File: src/tsem_pkg.sv
`timescale 1ns / 1ps
// ----------------------------------------------------------------------------
// tsem_pkg
// Types and constants shared by the train search event matcher modules.
// ----------------------------------------------------------------------------
package tsem_pkg;

  localparam int unsigned EVENT_W  = 64;
  localparam int unsigned PREFIX_W = 32;
  localparam int unsigned ADDR_W   = 14;
  localparam int unsigned SADDR_W  = 16;
  localparam int unsigned NIBBLES  = 6;
  localparam int unsigned TDIGITS  = 5;

  // Register indexes on the configuration port
  typedef enum logic [1:0] {
    CFG_TRAIN_ADDRESS       = 2'd0,
    CFG_LONG_ADDRESS_MODE   = 2'd1,
    CFG_SHORT_ADDRESS_LIMIT = 2'd2,
    CFG_SEARCH_SPACE_PREFIX = 2'd3
  } cfg_reg_t;

  localparam logic [ADDR_W-1:0]   LIMIT_RESET  = 14'd128;
  localparam logic [PREFIX_W-1:0] PREFIX_RESET = 32'h0900_99FF;

  // Flags byte bit positions
  localparam int unsigned FLAG_ALLOCATE = 7;
  localparam int unsigned FLAG_EXACT    = 6;
  localparam int unsigned FLAG_RESERVED = 4;
  localparam int unsigned FLAG_DCC      = 3;
  localparam int unsigned FLAG_LONG     = 2;

  // Query nibble codes
  localparam logic [3:0] NIB_DEC_MAX = 4'h9;
  localparam logic [3:0] NIB_RSV_LO  = 4'hA;
  localparam logic [3:0] NIB_RSV_HI  = 4'hE;

  // floor(v / 100) = (v * 5243) >> 19 for every 14-bit v
  localparam logic [12:0] RECIP_100    = 13'd5243;
  localparam int unsigned RECIP_100_SH = 19;
  // floor(v / 10) = (v * 205) >> 11 for v below 1029
  localparam int unsigned RECIP_10_SH  = 11;

  typedef struct packed {
    logic [ADDR_W-1:0]   loco_addr;
    logic [7:0]          addr_div100;
    logic                long_mode;
    logic [ADDR_W-1:0]   short_limit;
    logic [PREFIX_W-1:0] prefix;
  } cfg_t;

  typedef struct packed {
    logic [NIBBLES-1:0][3:0] digits;   // compacted search digits, first at [0]
    logic [2:0]              count;
    logic [SADDR_W-1:0]      saddr;
    logic                    nib_reject;
  } query_t;

  typedef struct packed {
    logic [TDIGITS-1:0][3:0] digits;   // decimal digits, most significant at [0]
    logic [2:0]              count;
  } tdigits_t;

endpackage

File: src/tsem_cfg.sv
`timescale 1ns / 1ps
// ----------------------------------------------------------------------------
// tsem_cfg
// Configuration registers; also keeps the node address / 100 alongside it.
// ----------------------------------------------------------------------------
module tsem_cfg
  import tsem_pkg::*;
(
  input  logic        clk,
  input  logic        rst_n,
  input  logic        cfg_we,
  input  logic [1:0]  cfg_index,
  input  logic [31:0] cfg_data,
  output cfg_t        cfg
);

  cfg_t        cfg_r;
  cfg_t        cfg_nxt;
  logic [26:0] div_prod;

  assign div_prod = {13'b0, cfg_data[ADDR_W-1:0]} * {14'b0, RECIP_100};

  always_comb begin
    cfg_nxt = cfg_r;
    if (cfg_we) begin
      case (cfg_reg_t'(cfg_index))
        CFG_TRAIN_ADDRESS: begin
          cfg_nxt.loco_addr   = cfg_data[ADDR_W-1:0];
          cfg_nxt.addr_div100 = div_prod[RECIP_100_SH +: 8];
        end
        CFG_LONG_ADDRESS_MODE:   cfg_nxt.long_mode   = cfg_data[0];
        CFG_SHORT_ADDRESS_LIMIT: cfg_nxt.short_limit = cfg_data[ADDR_W-1:0];
        CFG_SEARCH_SPACE_PREFIX: cfg_nxt.prefix      = cfg_data[PREFIX_W-1:0];
        default: ;
      endcase
    end
  end

  always_ff @(posedge clk) begin
    if (!rst_n) begin
      cfg_r.loco_addr     <= '0;
      cfg_r.addr_div100   <= '0;
      cfg_r.long_mode     <= 1'b0;
      cfg_r.short_limit   <= LIMIT_RESET;
      cfg_r.prefix        <= PREFIX_RESET;
    end else begin
      cfg_r <= cfg_nxt;
    end
  end

  assign cfg = cfg_r;

endmodule

File: src/tsem_query.sv
`timescale 1ns / 1ps
// ----------------------------------------------------------------------------
// tsem_query
// Decodes the six query nibbles: digits, digit count, search address.
// ----------------------------------------------------------------------------
module tsem_query
  import tsem_pkg::*;
(
  input  logic [23:0] nibbles,
  output query_t      query
);

  always_comb begin
    logic [3:0] nib;
    query = '0;
    for (int i = 0; i < NIBBLES; i++) begin
      nib = nibbles[23 - 4*i -: 4];
      if (nib inside {[NIB_RSV_LO:NIB_RSV_HI]}) begin
        query.nib_reject = 1'b1;
      end
      if (nib <= NIB_DEC_MAX) begin
        query.digits[query.count] = nib;
        query.count = query.count + 3'd1;
        // wraps at 16 bits
        query.saddr = SADDR_W'(query.saddr * 16'd10 + {12'b0, nib});
      end
    end
  end

endmodule

File: src/tsem_tdigits.sv
`timescale 1ns / 1ps
// ----------------------------------------------------------------------------
// tsem_tdigits
// Splits the train address into decimal digits, most significant first.
// ----------------------------------------------------------------------------
module tsem_tdigits
  import tsem_pkg::*;
(
  input  logic [ADDR_W-1:0] addr,
  input  logic [7:0]        addr_div100,
  output tdigits_t          tdig
);

  logic [ADDR_W-1:0]        hund_part;
  logic [6:0]               rem100;
  logic [14:0]              m_tens;
  logic [15:0]              m_thou;
  logic [3:0]               d_tens;
  logic [4:0]               div1000;
  logic                     d_tth;
  logic [TDIGITS-1:0][3:0]  dig;   // units at [0]

  assign hund_part = ADDR_W'({6'b0, addr_div100} * 14'd100);
  assign rem100    = 7'(addr - hund_part);
  assign m_tens    = {8'b0, rem100} * 15'd205;
  assign d_tens    = m_tens[RECIP_10_SH +: 4];
  assign m_thou    = {8'b0, addr_div100} * 16'd205;
  assign div1000   = m_thou[RECIP_10_SH +: 5];
  assign d_tth     = (div1000 >= 5'd10);

  assign dig[0] = 4'(rem100 - 7'({3'b0, d_tens} * 7'd10));
  assign dig[1] = d_tens;
  assign dig[2] = 4'(addr_div100 - 8'({3'b0, div1000} * 8'd10));
  assign dig[3] = 4'(div1000 - (d_tth ? 5'd10 : 5'd0));
  assign dig[4] = {3'b0, d_tth};

  always_comb begin
    if (addr >= 14'd10000)     tdig.count = 3'd5;
    else if (addr >= 14'd1000) tdig.count = 3'd4;
    else if (addr >= 14'd100)  tdig.count = 3'd3;
    else if (addr >= 14'd10)   tdig.count = 3'd2;
    else                       tdig.count = 3'd1;
    for (int i = 0; i < TDIGITS; i++) begin
      if (3'(i) < tdig.count) begin
        tdig.digits[i] = dig[3'(tdig.count - 3'd1 - 3'(i))];
      end else begin
        tdig.digits[i] = 4'h0;
      end
    end
  end

endmodule

File: src/train_search_event_matcher.sv
`timescale 1ns / 1ps
// ----------------------------------------------------------------------------
// train_search_event_matcher
// Judges train search events against this node's DCC address.
// ----------------------------------------------------------------------------
// Usage:
//   Input: drive in_search_event and raise start; the item is taken at a
//   rising edge where start is high and busy is low. busy is high only while
//   rst_n is asserted, so one item can be taken every clock cycle.
//   Result: out_valid strobes for one cycle with the verdict of one item:
//   out_in_search_space, out_reserved_reject, out_matched and out_reply_event
//   (the event echoed when matched, zero otherwise). Results come out in
//   order, one per item; each item goes from the input register through the
//   decode logic into the result register. Throughput is one item per cycle.
//   The receiver cannot stall; each result is shown for exactly one cycle.
//   Configuration: cfg_we writes cfg_data into register cfg_index
//   (0 train address, 1 long address mode, 2 short address limit,
//   3 search space prefix). Write only while no item is in flight.
//   Reset (synchronous, rst_n low) drops any item in flight and restores
//   the register defaults: address 0, short mode, limit 128, the standard
//   train search prefix.
// ----------------------------------------------------------------------------
module train_search_event_matcher
  import tsem_pkg::*;
(
  input  logic                clk,
  input  logic                rst_n,
  input  logic                start,
  output logic                busy,
  input  logic [EVENT_W-1:0]  in_search_event,
  output logic                out_valid,
  output logic                out_in_search_space,
  output logic                out_reserved_reject,
  output logic                out_matched,
  output logic [EVENT_W-1:0]  out_reply_event,
  input  logic                cfg_we,
  input  logic [1:0]          cfg_index,
  input  logic [31:0]         cfg_data
);

  cfg_t               cfg;
  query_t             query;
  tdigits_t           tdig;

  // input stage
  logic               vld_r;
  logic [EVENT_W-1:0] ev_r;

  // result stage
  logic               out_valid_r;
  logic               in_space_r;
  logic               reject_r;
  logic               matched_r;
  logic [EVENT_W-1:0] reply_r;

  logic               in_space_nxt;
  logic               reject_nxt;
  logic               matched_nxt;
  logic [EVENT_W-1:0] reply_nxt;

  logic [7:0]         flags;
  logic               is_short;
  logic               rule_ok;
  logic               len_ok;
  logic               digits_ok;

  // Hold off new items only while in reset
  assign busy = !rst_n;

  tsem_cfg u_cfg (
    .clk       (clk),
    .rst_n     (rst_n),
    .cfg_we    (cfg_we),
    .cfg_index (cfg_index),
    .cfg_data  (cfg_data),
    .cfg       (cfg)
  );

  tsem_query u_query (
    .nibbles (ev_r[31:8]),
    .query   (query)
  );

  tsem_tdigits u_tdigits (
    .addr        (cfg.loco_addr),
    .addr_div100 (cfg.addr_div100),
    .tdig        (tdig)
  );

  always_ff @(posedge clk) begin
    if (!rst_n) begin
      vld_r <= 1'b0;
    end else begin
      vld_r <= start && !busy;
    end
  end

  // Capture the event on every accept
  always_ff @(posedge clk) begin
    if (start && !busy) begin
      ev_r <= in_search_event;
    end
  end

  assign flags = ev_r[7:0];

  // DCC short/long address rule
  assign is_short = ({2'b0, cfg.short_limit} > query.saddr);
  always_comb begin
    rule_ok = 1'b1;
    if (flags[FLAG_DCC]) begin
      if (flags[FLAG_LONG]) begin
        rule_ok = cfg.long_mode;
      end else if (!flags[FLAG_ALLOCATE]) begin
        rule_ok = (is_short != cfg.long_mode);
      end
    end
  end

  // Search digits against the train address: exact or leading digits
  assign len_ok = (query.count != 3'd0) &&
                  (flags[FLAG_EXACT] ? (query.count == tdig.count)
                                     : (query.count <= tdig.count));

  always_comb begin
    digits_ok = 1'b1;
    for (int i = 0; i < TDIGITS; i++) begin
      if (3'(i) < query.count && query.digits[i] != tdig.digits[i]) begin
        digits_ok = 1'b0;
      end
    end
  end

  assign in_space_nxt = (ev_r[63:32] == cfg.prefix);
  assign reject_nxt   = in_space_nxt &&
                        (query.nib_reject || flags[FLAG_RESERVED] ||
                         (!flags[FLAG_DCC] && (flags[2:0] != 3'b000)));
  assign matched_nxt  = in_space_nxt && !reject_nxt && rule_ok && len_ok && digits_ok;
  assign reply_nxt    = matched_nxt ? ev_r : '0;

  always_ff @(posedge clk) begin
    if (!rst_n) begin
      out_valid_r <= 1'b0;
    end else begin
      out_valid_r <= vld_r;
    end
  end

  // Advance the verdict into the result register
  always_ff @(posedge clk) begin
    in_space_r <= in_space_nxt;
    reject_r   <= reject_nxt;
    matched_r  <= matched_nxt;
    reply_r    <= reply_nxt;
  end

  assign out_valid           = out_valid_r;
  assign out_in_search_space = in_space_r;
  assign out_reserved_reject = reject_r;
  assign out_matched         = matched_r;
  assign out_reply_event     = reply_r;

`ifndef SYNTH
  a_strobe_follows_item: assert property (@(posedge clk) disable iff (!rst_n)
    out_valid_r |-> $past(vld_r))
    else $error("result strobe without an item in the input stage");

  a_match_needs_space: assert property (@(posedge clk) disable iff (!rst_n)
    (out_valid_r && matched_r) |-> (in_space_r && !reject_r))
    else $error("match reported outside the search space or on a rejected item");

  a_reject_needs_space: assert property (@(posedge clk) disable iff (!rst_n)
    (out_valid_r && reject_r) |-> in_space_r)
    else $error("reserved reject outside the search space");

  a_reply_zero: assert property (@(posedge clk) disable iff (!rst_n)
    (out_valid_r && !matched_r) |-> (reply_r == '0))
    else $error("reply event not zero without a match");
`endif

endmodule
File: config.mk
export PLATFORM = sky130hd
export DESIGN_NAME = train_search_event_matcher
export DESIGN_NICKNAME = d
export VERILOG_FILES = /design/src/tsem_pkg.sv /design/src/tsem_cfg.sv /design/src/tsem_query.sv /design/src/tsem_tdigits.sv /design/src/train_search_event_matcher.sv
export SDC_FILE = /design/constraint.sdc
export NUM_CORES = 1
export LEC_CHECK = 0
export ABC_CLOCK_PERIOD_IN_PS = 13700
export BUFFER_PORTS_ARGS = -buffer_cell sky130_fd_sc_hd__buf_2
export CAP_MARGIN = 30
export CORE_ASPECT_RATIO = 0.6
export CORE_MARGIN = 8
export CORE_UTILIZATION = 40
export DETAILED_ROUTE_END_ITERATION = 16
export GPL_TIMING_DRIVEN = 0
export PLACE_DENSITY_LB_ADDON = 0.2
export SLEW_MARGIN = 25
export SYNTH_ARGS = -nofsm -noshare
export SYNTH_HDL_FRONTEND = slang
export SYNTH_HIERARCHICAL = 1
export SYNTH_SLANG_ARGS = --single-unit
File: constraint.sdc
create_clock -name clk -period 13.7 [get_ports clk]
set_clock_uncertainty 0.2 [all_clocks]
set_input_delay 2.055 -clock clk [delete_from_list [all_inputs] [get_ports clk]]
set_output_delay 2.055 -clock clk [all_outputs]
set_load 0.05 [all_outputs]
==> flow_summary.ini <==
[worst_hold_path]
worst_hold_path.num_cells = 1
hp-class = register to register
holdCritStartpoint = vld_r$_SDFF_PN0_

[worst_setup_path]
critPathLaunch = ev_r[30]$_DFFE_PP_
path_max_fanout = 10
worstSetupStartpointType = register
critPathCaptureType = register
reg2regPathDepth = 49
timing.critical_path.mode_cell = ha_1
cp_slowest_cell = edfxtp_1
cp_slowest_stage_delay_ns = 0.54
critPathArrivalTime_ns = 13.06
worstReg2RegStart = ev_r[30]$_DFFE_PP_
critical_path_required_ns = 13.95
worstSetupPathType = register to register

[global_routing]
grt_pass1_wl_um = 92200
grt_overflow = 0
antenna_found_initial = 2
grt_pass1_vias = 16287
grt_use_total_pct = 20.11
grt_max_degree = 39

[clock_tree]
numClockSinks = 202
clock_path_buffers = 3
cts_tree = done
clock_latency_ns = 0.50
cts_buffers = 19
clockRootBuffer = clkbuf_16
ctsHoldBuffers = 0
clkTransAtPathRegs_ns = 0.08
h-tree-depth = 1

[final_layout]
fill_cells = 4824
area_growth_syn_to_layout_pct = 11.95
nNetsFinal = 2930
layout-drive-gt1-share_pct = 11.28

[routing]
ant_nets = 0
routedWlPerCell_um = 19.20
avgViaCountPerCell = 5.414
via_count = 16729
drtIter0Drc = 1260
drt-total-wl_um = 59330
drtPass1Iterations = 5
drc_errors = 0

[die]
pin_count = 171
dieArea_um2 = 56960
dieHeight_um = 188.1
die_w_um = 302.8
core_area_um2 = 49030
rows = 63
initial_core_util_pct = 40.27

[synthesis]
synth_warnings = 6
synth_area_um2 = 19740
avgSynthCellArea_um2 = 8.846
netlist_instances = 2232

[timing]
tightestPinTransition_ns = 0.9124
rsz0062_at_grt = no
hold_ws_ns = 0.2340
finalSetupViolations = 0
relSlewSlack_pct = 38.70
slew_violations = 0
finalCritPeriodShare_pct = 93.56
clock.fmax_mhz = 78.02
fin_crit_ns = 12.82
hold_violations = 0

[place]
gp_congestion = 0.8900
numPortBuffers = 170
hpwlAfterDp_um = 49690

[status]
outcome = completed

[flow_run]
maxCapViolations = 0
flip-flops by register name (all words and copies together), names as in the netlist:
name	count
out_in_search_space	1
out_valid	1
out_matched	1
vld_r	1
out_reserved_reject	1
out_reply_event	64
u_cfg/cfg	69
ev_r	64
worst max-delay path: cells and delay by family, from the launching register on:
| kind | cells | cell delay [ns] |
|---|---|---|
| buf+inv | 4 | 0.63 |
| compound gates | 8 | 2.30 |
| xor+xnor | 10 | 1.88 |
| simple gates | 14 | 3.12 |
| flops | 1 | 0.54 |
| mux | 2 | 0.71 |
| fa+ha+maj | 11 | 3.38 |
path summary, 6_finish.rpt:
check                                    to  slack (ns)
min                    out_valid$_SDFF_PN0_        0.23
min reg2reg            out_valid$_SDFF_PN0_        0.23
max          out_reply_event[39]$_SDFF_PN0_        0.88
max reg2reg  out_reply_event[39]$_SDFF_PN0_        0.88
area by class of cell:
type	count	area (um2)	share of cell area (%)
sequential	202	4684	21.19
timing repair buffer	173	898.4	4.064
tap	650	813.3	3.679
clock inverter	9	62.56	0.2830
antenna	2	5.005	0.02264
buffer	73	331.6	1.500
clock buffer	24	504.2	2.281
inverter	237	894.6	4.047
multi-input combinational	1720	13910	62.93
layout by cell type (no fill, tap or decap), drive strengths merged, types with 13 or more instances in the layout:
| cell | n |
|---|---|
| nand2 | 247 |
| nand3 | 48 |
| a21o | 28 |
| edfxtp | 64 |
| nand4 | 19 |
| a21oi | 120 |
| inv | 238 |
| nor2b | 16 |
| buf | 181 |
| o211ai | 20 |
| mux2 | 14 |
| ha | 307 |
| and3 | 77 |
| xnor2 | 82 |
| nor4 | 17 |
| a21boi | 47 |
| nor3 | 38 |
| nor2 | 128 |
| fa | 95 |
| dfxtp | 138 |
| a31oi | 16 |
| xor2 | 86 |
| o21ai | 104 |
| mux2i | 20 |
| clkbuf | 89 |
| a211oi | 17 |
| o21a | 13 |
timing repair:
action	CTS	global route
gates resized for setup	3	13
buffers inserted	0	2
endpoints found under the setup margin	61	62
endpoints found under the hold margin	0	0
gates cloned	0	0
stage by stage:
step	util, %	TNS, ns	area (um2)	std cells	worst slack [ns]
6_report	45.08	0	22100	3090	0.8823
5_1_grt	45.08	0	22100	3090	0.02008
4_1_cts	44.91	0	22020	3087	0.07786
3_5_place_dp	43.72	-15.84	21430	3054	-0.3585
3_3_place_gp	43.67	0	21410	3053	0.02293
2_1_floorplan	-	0	19750	2233	2.366
routing by layer:
metal	part of all wire [%]	up-vias	global-route usage (%)	wire [um]
met5	0	-	0	0
met4	0.76	0	1.856	450
met3	5.9	38	2.729	3491
met2	42	455	29.82	24950
met1	51	8082	31.50	30430
li1	-	8154	-	-
Power is left out: the tool's default activity adds up to more than one toggle a clock period on the data nets, which glitch-free logic cannot reach.
